File: config.mk
export PLATFORM = sky130hd
export DESIGN_NAME = ogru_front
export DESIGN_NICKNAME = d
export VERILOG_FILES = /design/src/hw/rtl/ogru_pkg.sv /design/src/hw/rtl/ogru_front.sv
export SDC_FILE = /design/constraint.sdc
export NUM_CORES = 1
export LEC_CHECK = 0
export CAP_MARGIN = 5
export CORE_AREA = 5 5 77 86
export CTS_BUF_LIST = sky130_fd_sc_hd__clkbuf_8
export DETAILED_ROUTE_END_ITERATION = 7
export DIE_AREA = 0 0 82 91
export DONT_BUFFER_PORTS = 1
export PLACE_DENSITY = 0.71
export SYNTH_ARGS = -nofsm -noshare
export SYNTH_HDL_FRONTEND = slang
export SYNTH_SLANG_ARGS = --single-unit
File: constraint.sdc
create_clock -name i_clk -period 2.9 [get_ports i_clk]
set_input_delay 0.29 -clock i_clk [delete_from_list [all_inputs] [get_ports i_clk]]
set_output_delay 0.29 -clock i_clk [all_outputs]
set_load 0.02 [all_outputs]
File: src/hw/rtl/ogru_pkg.sv
// shared types and constants for the occupancy grid ray update block
`default_nettype none
package ogru_pkg;
    localparam int GRID_ROWS = 256;
    localparam int GRID_COLS = 256;
    localparam int RW = $clog2(GRID_ROWS);
    localparam int CW = $clog2(GRID_COLS);
    localparam int AW = RW + CW;

    localparam logic [1:0] OP_RAY   = 2'd0;
    localparam logic [1:0] OP_READ  = 2'd1;
    localparam logic [1:0] OP_CLEAR = 2'd2;

    localparam logic [1:0] ST_DONE   = 2'd0;
    localparam logic [1:0] ST_SENSOR = 2'd1;
    localparam logic [1:0] ST_HIT    = 2'd2;
    localparam logic [1:0] ST_SAME   = 2'd3;

    localparam logic CFG_OCC  = 1'b0;
    localparam logic CFG_FREE = 1'b1;
    localparam logic [11:0] STEP_RESET = 12'd154;

    // classified command passed from front to back
    typedef struct packed {
        logic [1:0]  op;
        logic [1:0]  status;
        logic [9:0]  sr;
        logic [9:0]  sc;
        logic [9:0]  hr;
        logic [9:0]  hc;
    } t_cmd;
endpackage
`default_nettype wire

File: src/hw/rtl/ogru_front.sv
// front end: centres coordinates, classifies the item, small command queue
`default_nettype none
module ogru_front (
    input  wire logic           i_clk,
    input  wire logic           i_rst_n,
    input  wire logic           i_valid,
    output logic                o_ready,
    input  wire logic [1:0]     i_op,
    input  wire logic [7:0]     i_sensor_x,
    input  wire logic [7:0]     i_sensor_y,
    input  wire logic [7:0]     i_hit_x,
    input  wire logic [7:0]     i_hit_y,
    output logic                o_cmd_valid,
    input  wire logic           i_cmd_ready,
    output ogru_pkg::t_cmd      o_cmd
);
    import ogru_pkg::*;

    t_cmd       r_q [2];
    logic       r_wp, r_rp;
    logic [1:0] r_cnt;
    t_cmd       n_cmd;
    logic       in_fire, out_fire;

    function automatic logic [9:0] ctr(input logic [7:0] v, input int half);
        return 10'($signed({{2{v[7]}}, v}) + 10'(half));
    endfunction

    function automatic logic inside_r(input logic [9:0] v);
        return !v[9] && (v < 10'(GRID_ROWS));
    endfunction

    function automatic logic inside_c(input logic [9:0] v);
        return !v[9] && (v < 10'(GRID_COLS));
    endfunction

    always_comb begin
        n_cmd.op = i_op;
        n_cmd.sr = ctr(i_sensor_x, GRID_ROWS / 2);
        n_cmd.sc = ctr(i_sensor_y, GRID_COLS / 2);
        n_cmd.hr = ctr(i_hit_x, GRID_ROWS / 2);
        n_cmd.hc = ctr(i_hit_y, GRID_COLS / 2);
        n_cmd.status = ST_DONE;
        if (i_op == OP_RAY) begin
            if (!(inside_r(n_cmd.sr) && inside_c(n_cmd.sc))) begin
                n_cmd.status = ST_SENSOR;
            end else if (!(inside_r(n_cmd.hr) && inside_c(n_cmd.hc))) begin
                n_cmd.status = ST_HIT;
            end else if (n_cmd.sr == n_cmd.hr && n_cmd.sc == n_cmd.hc) begin
                n_cmd.status = ST_SAME;
            end
        end
    end

    assign o_ready     = (r_cnt != 2'd2);
    assign o_cmd_valid = (r_cnt != 2'd0);
    assign o_cmd       = r_q[r_rp];
    assign in_fire     = i_valid && o_ready;
    assign out_fire    = o_cmd_valid && i_cmd_ready;

    always_ff @(posedge i_clk) begin
        if (in_fire) begin
            r_q[r_wp] <= n_cmd;
        end
        if (!i_rst_n) begin
            r_wp  <= 1'b0;
            r_rp  <= 1'b0;
            r_cnt <= 2'd0;
        end else begin
            if (in_fire) begin
                r_wp <= ~r_wp;
            end
            if (out_fire) begin
                r_rp <= ~r_rp;
            end
            r_cnt <= r_cnt + 2'(in_fire) - 2'(out_fire);
        end
    end
endmodule
`default_nettype wire

==> results of run 1 <==
==> layout make-up <==
| cell class | instances | share of cell area |
|---|---|---|
| inverter | 4 | 0.00453 |
| clock inverter | 7 | 0.0328 |
| multi-input combinational | 88 | 0.229 |
| sequential | 75 | 0.665 |
| tap | 77 | 0.0291 |
| timing repair buffer | 1 | 0.00227 |
| clock buffer | 9 | 0.0374 |
==> metal layers <==
metal  global-route usage  share of wire
met3               0.0842           0.13
met4               0.0720          0.019
met2                0.239           0.53
met5                    0              0
met1                0.141           0.32
==> worst paths after layout <==
check / from / endpoint / slack [ns] / cells past startpoint
min: i_hit_x[1] / r_q[1][11]$_DFFE_PP_ / 0.04 / 0
max reg2reg: r_cnt[0]$_SDFF_PN0_ / r_q[1][43]$_DFFE_PP_ / 0.96 / 2
min reg2reg: r_rp$_SDFFE_PN0P_ / register / 0.58 / 2
max: register / o_cmd[41] / 0.90 / 1
==> power by group through the flow <==
stage	Clock, mW	Combinational, mW	Sequential, mW
2_1_floorplan	0	0.591	1.41
3_3_place_gp	0	0.597	1.47
3_5_place_dp	0	0.610	1.48
4_1_cts	0.926	0.611	1.46
5_1_grt	0.973	0.639	1.47
6_report	0.906	0.598	1.45
==> sequential cells by signal (all words and copies together), names as in the netlist, named ones only <==
| name | cells |
|---|---|
| r_q | 70 |
| r_cnt | 2 |
| r_rp | 1 |
| r_wp | 1 |
==> cells by family after synthesis <==
| family | count (synthesis) | synth area share |
|---|---|---|
| buffers and inverters | 17 | 0.0339 |
| flip-flops | 75 | 0.727 |
| other | 1 | 0.00124 |
| XOR/XNOR | 19 | 0.0549 |
| adder cells (fa/ha/maj) | 1 | 0.00413 |
| multiplexers | 35 | 0.130 |
| AND/OR/NAND/NOR | 21 | 0.0384 |
| AO/OA/AOI/OAI | 4 | 0.0103 |
==> stage by stage <==
step | util | total power, mW
floorplan | - | 2.00
global placement | 0.544 | 2.06
detailed placement | 0.544 | 2.09
CTS | 0.586 | 2.99
global route | 0.586 | 3.08
finish | 0.586 | 2.96
==> cells in the final DEF, fill, tap and decap left out, drive strengths merged, types with 3 or more instances in the layout <==
master / n
edfxtp: 70
mux2: 35
xor2: 16
clkbuf: 9
conb: 8
inv: 6
and2: 5
dfxtp: 5
nor4: 4
xnor2: 3
bufinv: 3
nor2: 3
==> results.cfg, run 1 <==
[sta]
slew_headroom = 0.436
fin_worst_skew_ns = 0.00705
tightest_slew_ns = 0.846
post-route-period-util = 0.691
slew_violations = 0
tns_ns = 0
worst_slack_ns = 0.897
rsz0062_at_grt = false
whs_ns = 0.0441
fin_crit_ns = 2.00
fmax_mhz = 499
setup_viol = 0
finalHoldViolCount = 0

[synth]
yosysTopAreaCellShare = 0.694
async_flop_share = 0
synth_commonest_cells = 70 x edfxtp_1, 35 x mux2_2, 16 x xor2_1
yosys.area.top_type = edfxtp_1
synth-edff-count = 70
synthCells = 173
synthFlopType = edfxtp_1
ys_top_cells_by_area = edfxtp_1 69%, mux2_2 13%, xor2_1 4.6%
syn-cell-area_mm2 = 0.00303
yosysWarnings = 0
synth_seq_cells = 75
postSynthAreaPerCell_um2 = 17.5
synth_most_common_cell = edfxtp_1
seq_area_frac_synth = 0.727
synthDistinctLibCells = 25

[route]
num_vias = 1387
antenna_left = 0
drc_errors = 0
wl_um = 5040
vias_per_cell = 5.31
first_pass_iters = 4
drt_iter0_drc = 68
routedWlPerCell_um = 19.3

[finish]
layout-drive-gt1-share = 0.288
design_area_mm2 = 0.00331
final_nets = 218
multi_input_area_um2 = 759
regArea_mm2 = 0.00220
diodes = 0
final_cells = 261
fillers = 462
area_delta_synth_final_pct = 9.42

[clock_network]
insertion_delay_ns = 0.34
post_cts_buffers = 0
cts_tree = done
cts_hold_buffers = 0
cts_resized = 0
cts_max_level = 3
cts_made_buffers = 9
clk_pin_slew_ns = 0.07
clock_path_buffers = 2
cts-root-buf = clkbuf_8
cts.sinks = 75

[floorplanning]
start_util = 0.535
die_x_um = 82
dieArea_mm2 = 0.00746
core_mm2 = 0.00566
die_y_um = 91
ios = 84
fp-row-count = 29

[power]
ir_drop_mv = 0.512
p_leak_nw = 1.13
cellPowerDensity_mw_per_mm2 = 892
p_sw_mw = 0.826
p_comb_frac = 0.202
pwr-share-seq = 0.491
internal_power_mw = 2.13
clkPwrFrac = 0.306
switching_share = 0.280

[place]
place_ws_ns = 0.962
dpl_cell_area_mm2 = 0.00308
globalplace.congestion = 0.697
placed_cells = 245
portBuffers = 0
dp_hpwl_um = 3500

[setup_path]
critical_path_class = register to output pin
arrival_ns = 1.71
startpoint_type = register
crit_slowest_cell = dfxtp_2
cp_max_fo = 35
cp_top_family = flip-flops
crit_path_end_kind = output pin
crit_required_ns = 2.61
crit_buf_inv = 0
crit_chain = mux2_2
cp_slowest_stage_delay_ns = 0.85

[outcome]
status = finished, final reports clean

[global_route]
grt_max_degree = 36
gr-total-overflow = 0
grt_pass1_vias = 1519
grt_pass1_wl_um = 7730
grtUsageTotal = 0.145
antenna_found_initial = 0

[job]
drv_cap = 0

[hold_path]
min_path_type = input pin to register
(Power assumes the default switching activity.)
==> inputs of run 2 (changes only) <==
--- a/config.mk
+++ b/config.mk
@@ -11,7 +11,7 @@
 export DETAILED_ROUTE_END_ITERATION = 7
 export DIE_AREA = 0 0 82 91
 export DONT_BUFFER_PORTS = 1
-export PLACE_DENSITY = 0.71
+export PLACE_DENSITY = 0.74
 export SYNTH_ARGS = -nofsm -noshare
 export SYNTH_HDL_FRONTEND = slang
 export SYNTH_SLANG_ARGS = --single-unit
==> constraint.sdc (replaced) <==
create_clock -name i_clk -period 1.7 [get_ports i_clk]
set_input_delay 0.17 -clock i_clk [delete_from_list [all_inputs] [get_ports i_clk]]
set_output_delay 0.17 -clock i_clk [all_outputs]
set_load 0.02 [all_outputs]
==> run 2 against run 1 <==
  * Flip-flop and latch count did not move
  * Largest cell class unchanged
  * Via count grew 10%
  * Critical endpoint is now o_cmd[16]
  * Die area stayed put
  * Largest power group unchanged
  * Count of clock-buffer cells in the layout is the same
  * Combinational power increased by 110%
  * Clock skew is 0.0015 ns lower
==> results.cfg, run 2 (same netlist as run 1, synthesis figures left out) <==
[floorplanning]
die_x_um = 82
die_y_um = 91
core_mm2 = 0.00566
dieArea_mm2 = 0.00746
ios = 84
start_util = 0.535
fp-row-count = 29

[power]
cellPowerDensity_mw_per_mm2 = 1360
p_leak_nw = 1.30
power_mw = 5.06
ir_drop_mv = 0.906

[sta]
slew_violations = 0
fmax_mhz = 630
setup_viol = 0
tns_ns = 0
whs_ns = 0.140
finalHoldViolCount = 0
fin_worst_skew_ns = 0.00551
rsz0062_at_grt = false
fin_crit_ns = 1.59
post-route-period-util = 0.934

[place]
globalplace.congestion = 0.665
dp_hpwl_um = 3470
dpl_cell_area_mm2 = 0.00314
portBuffers = 0
placed_cells = 248

[clock_network]
cts.sinks = 75
clock_path_buffers = 2
cts-root-buf = clkbuf_8
clk_pin_slew_ns = 0.07
cts_max_level = 3
insertion_delay_ns = 0.33
cts_made_buffers = 9
cts_tree = done

[setup_path]
crit_required_ns = 1.53
startpoint_type = register
critical_path_class = register to output pin
arrival_ns = 1.42
ff2ff_path_depth = 4
cp_max_fo = 13
rr_endpoint = r_q[0][22]$_DFFE_PP_
rrSetupSlack_ns = 0.20
crit_path_end_kind = output pin
reg2reg_from = r_cnt[0]$_SDFF_PN0_

[global_route]
grt_pass1_wl_um = 8390
grt_pass1_vias = 1666
antenna_found_initial = 0
grt_max_degree = 36
grtUsageTotal = 0.154
gr-total-overflow = 0

[route]
drt_iter0_drc = 61
wl_um = 5550
routedWlPerCell_um = 18.6
vias_per_cell = 5.10
num_vias = 1526
first_pass_iters = 4
antenna_left = 0
drc_errors = 0

[hold_path]
hp-start = i_cmd_ready
hold_depth = 3
min_path_type = input pin to register

[outcome]
status = finished, final reports clean

[finish]
diodes = 0
final_nets = 256
final_cell_mix = 70 x edfxtp_1, 35 x mux2_2, 35 x dlygate4sd3_1
largest_register_ff_count = 70
top_register = r_q
reg_top3 = r_q x70, r_cnt x2
area_delta_synth_final_pct = 22.3
final_cells = 299
layout-drive-gt1-share = 0.261
design_area_mm2 = 0.00371
layout_commonest_cell = edfxtp_1

[job]
drv_cap = 0
==> run 2: cell count changes in the layout (fill, tap and decap cells not counted), sizes merged <==
| cell | change |
|---|---|
| buf | +3 |
| clkinv | +1 |
| dlygate4sd3 | +35 |
| bufinv | -1 |
==> run 2: layout make-up <==
type	count	area [µm²]
Clock inverter	7	85.1
Clock buffer	9	124
Sequential cell	75	2210
Tap cell	77	96.3
Timing Repair Buffer	39	418
Fill cell	422	1950
Inverter	4	15.0
Multi-Input combinational cell	88	762
==> run 2: per-stage QoR <==
step	worst slack (ns)	utilization
2_1_floorplan	0.00504	-
3_3_place_gp	0.266	0.555
3_5_place_dp	0.206	0.555
4_1_cts	0.0866	0.655
5_1_grt	0.0510	0.655
6_report	0.111	0.655
==> run 2: repair_timing <==
| action | 4_1_cts | 5_1_grt |
|---|---|---|
| resized for setup | 1 | 0 |
| endpoints found under the hold margin | 73 | 0 |
| hold buffers | 35 | 0 |
| endpoints found under the setup margin | 8 | 0 |
| setup buffers | 0 | 0 |
==> run 2: report_power, final <==
group / switching (mW) / internal, mW
Sequential: 0.116 / 2.30
Combinational: 0.756 / 0.487
Clock: 0.584 / 0.810
==> run 2: worst max-delay path, cell delays in order (launching register included) <==
cell	delay (ns)
dfxtp_4	0.47
buf_4	0.21
mux2_2	0.41
==> run 2: how the worst max path moves through the flow <==
stage | start | end | slack, ns | cells past startpoint
finish | register | o_cmd[16] | 0.11 | 2
global route | register | o_cmd[16] | 0.05 | 2
CTS | register | o_cmd[16] | 0.09 | 2
detailed placement | r_cnt[0]$_SDFF_PN0_ | r_q[0][16]$_DFFE_PP_ | 0.21 | 4
global placement | r_cnt[0]$_SDFF_PN0_ | r_q[0][16]$_DFFE_PP_ | 0.27 | 4
floorplan | r_cnt[0]$_SDFF_PN0_ | r_q[0][0]$_DFFE_PP_ | 0.005 | 3
==> run 2: per-layer routing <==
layer	part of all wire	global-route usage
met1	0.37	0.168
met2	0.51	0.262
met3	0.10	0.0644
met4	0.015	0.0582
met5	0	0
==> inputs of run 3 (changes only) <==
--- a/config.mk
+++ b/config.mk
@@ -6,11 +6,13 @@
 export NUM_CORES = 1
 export LEC_CHECK = 0
 export CAP_MARGIN = 5
-export CORE_AREA = 5 5 77 86
+export CORE_AREA = 2 2 74 83
 export CTS_BUF_LIST = sky130_fd_sc_hd__clkbuf_8
 export DETAILED_ROUTE_END_ITERATION = 7
-export DIE_AREA = 0 0 82 91
+export DIE_AREA = 0 0 76 85
 export DONT_BUFFER_PORTS = 1
+export GPL_ROUTABILITY_DRIVEN = 1
+export MAX_ROUTING_LAYER = met4
 export PLACE_DENSITY = 0.74
 export SYNTH_ARGS = -nofsm -noshare
 export SYNTH_HDL_FRONTEND = slang
==> run 3 against run 2 <==
  * Cell count did not move
  * Sequential share of layout area rose by 0.42 points
  * Register-to-register slack barely moved
  * Global-route usage rose by 2.6 points
  * Critical endpoint is now o_cmd[40]
  * Final area fell by 0.81%
==> results.cfg, run 3 (same netlist as run 1, synthesis figures left out) <==
[setup_path]
reg2reg_from = r_cnt[0]$_SDFF_PN0_
critical_path_class = register to output pin
crit_required_ns = 1.53
arrival_ns = 1.39
crit_buf_inv = 1
cp_slowest_stage_delay_ns = 0.48
cp_max_fo = 19
startpoint_type = register
crit_path_end_kind = output pin
cp_top_family = multiplexers
crit_slowest_cell = mux2_2
crit_chain = buf_4 -> mux2_2

[floorplanning]
dieArea_mm2 = 0.00646
start_util = 0.539
die_x_um = 76
core_mm2 = 0.00562
fp-row-count = 29
ios = 84
die_y_um = 85

[route]
first_pass_iters = 5
routedWlPerCell_um = 18.3
antenna_left = 0
drt_iter0_drc = 86
vias_per_cell = 5.21
wl_um = 5460
drc_errors = 0
num_vias = 1557

[place]
globalplace.congestion = 0.722
dp_hpwl_um = 3380
portBuffers = 0
place_ws_ns = 0.200

[power]
p_leak_nw = 1.29
ir_drop_mv = 0.920
cellPowerDensity_mw_per_mm2 = 1320
power_mw = 4.85

[finish]
layout_commonest_cell = edfxtp_1
layout-drive-gt1-share = 0.252
diodes = 0
top_register = r_q
largest_register_ff_count = 70
final_cell_mix = 70 x edfxtp_1, 35 x mux2_2, 35 x dlygate4sd3_1
utilization = 0.654
area_delta_synth_final_pct = 21.4
final_nets = 257
reg_top3 = r_q x70, r_cnt x2
fillers = 407

[global_route]
grtUsageTotal = 0.180
grt_max_degree = 36
grt_pass1_wl_um = 8370
antenna_found_initial = 0
grt_pass1_vias = 1710
gr-total-overflow = 0

[clock_network]
insertion_delay_ns = 0.33
cts_tree = done
clk_pin_slew_ns = 0.07
clock_path_buffers = 2
cts-root-buf = clkbuf_8
cts_made_buffers = 9
cts_resized = 0
cts.sinks = 75
cts_max_level = 3

[outcome]
status = finished, final reports clean

[sta]
whs_ns = 0.143
fin_worst_skew_ns = 0.00404
slew_violations = 0
fin_crit_ns = 1.56
post-route-period-util = 0.918
fmax_mhz = 640
rsz0062_at_grt = false
setup_viol = 0
finalHoldViolCount = 0
worst_slack_ns = 0.139
tns_ns = 0

[job]
drv_cap = 0

[hold_path]
min_path_type = input pin to register
hp-start = i_cmd_ready
## run 3: changes by cell type in the layout (fill, tap and decap cells not counted)
cell | before | now
clkinv_1 | 0 | 2
buf_4 | 1 | 2
bufinv_16 | 2 | 1
clkinv_2 | 2 | 1
clkinvlp_4 | 1 | 0
dfxtp_2 | 0 | 1
dfxtp_4 | 1 | 0
## run 3: metal layers
layer	vias up	wire, µm	share of wire	track usage
li1	714	-	-	-
met4	0	44	0.0081	0.0744
met3	6	370	0.068	0.0596
met5	-	0	0	-
met2	62	2950	0.54	0.312
met1	775	2100	0.38	0.192
## run 3: worst reg2reg max path, cell delays in order, from the launching register on
cell	delay, ns
dfxtp_1	0.44
nand2b_2	0.25
nand2_1	0.14
nor2_4	0.19
buf_12	0.18
## run 3: per-stage QoR
step           instances  cell area, µm²
2_1_floorplan        180            3070
3_3_place_gp         249            3150
3_5_place_dp         249            3150
4_1_cts              299            3680
5_1_grt              299            3680
6_report             299            3680
## run 3: power breakdown
part | total (mW) | internal (mW) | switching (mW)
clock network | 1.20 | 0.647 | 0.558
registers | 2.39 | 2.30 | 0.0865
logic | 1.26 | 0.487 | 0.775
## run 3: worst paths after layout
kind | end | slack, ns | cells after the start
setup / recovery | o_cmd[40] | 0.14 | 2
setup reg to reg | r_q[0][2]$_DFFE_PP_ | 0.20 | 4
hold / removal | register | 0.14 | 3
hold reg to reg | register | 0.60 | 2
## run 3: final cells by class
class                           instances  area [µm²]  area share
Clock buffer                            9         124      0.0337
Clock inverter                          6        50.0      0.0136
Inverter                                4        15.0     0.00408
Multi-Input combinational cell         88         762       0.207
Sequential cell                        75        2200       0.599
Tap cell                               77        96.3      0.0262
Timing Repair Buffer                   40         425       0.116
## run 3: what timing repair did
action                     4_1_cts  5_1_grt
hold buffers                    35        0
hold endpoints to repair        73        0
setup endpoints to repair        0        0
buffers inserted                 0        0
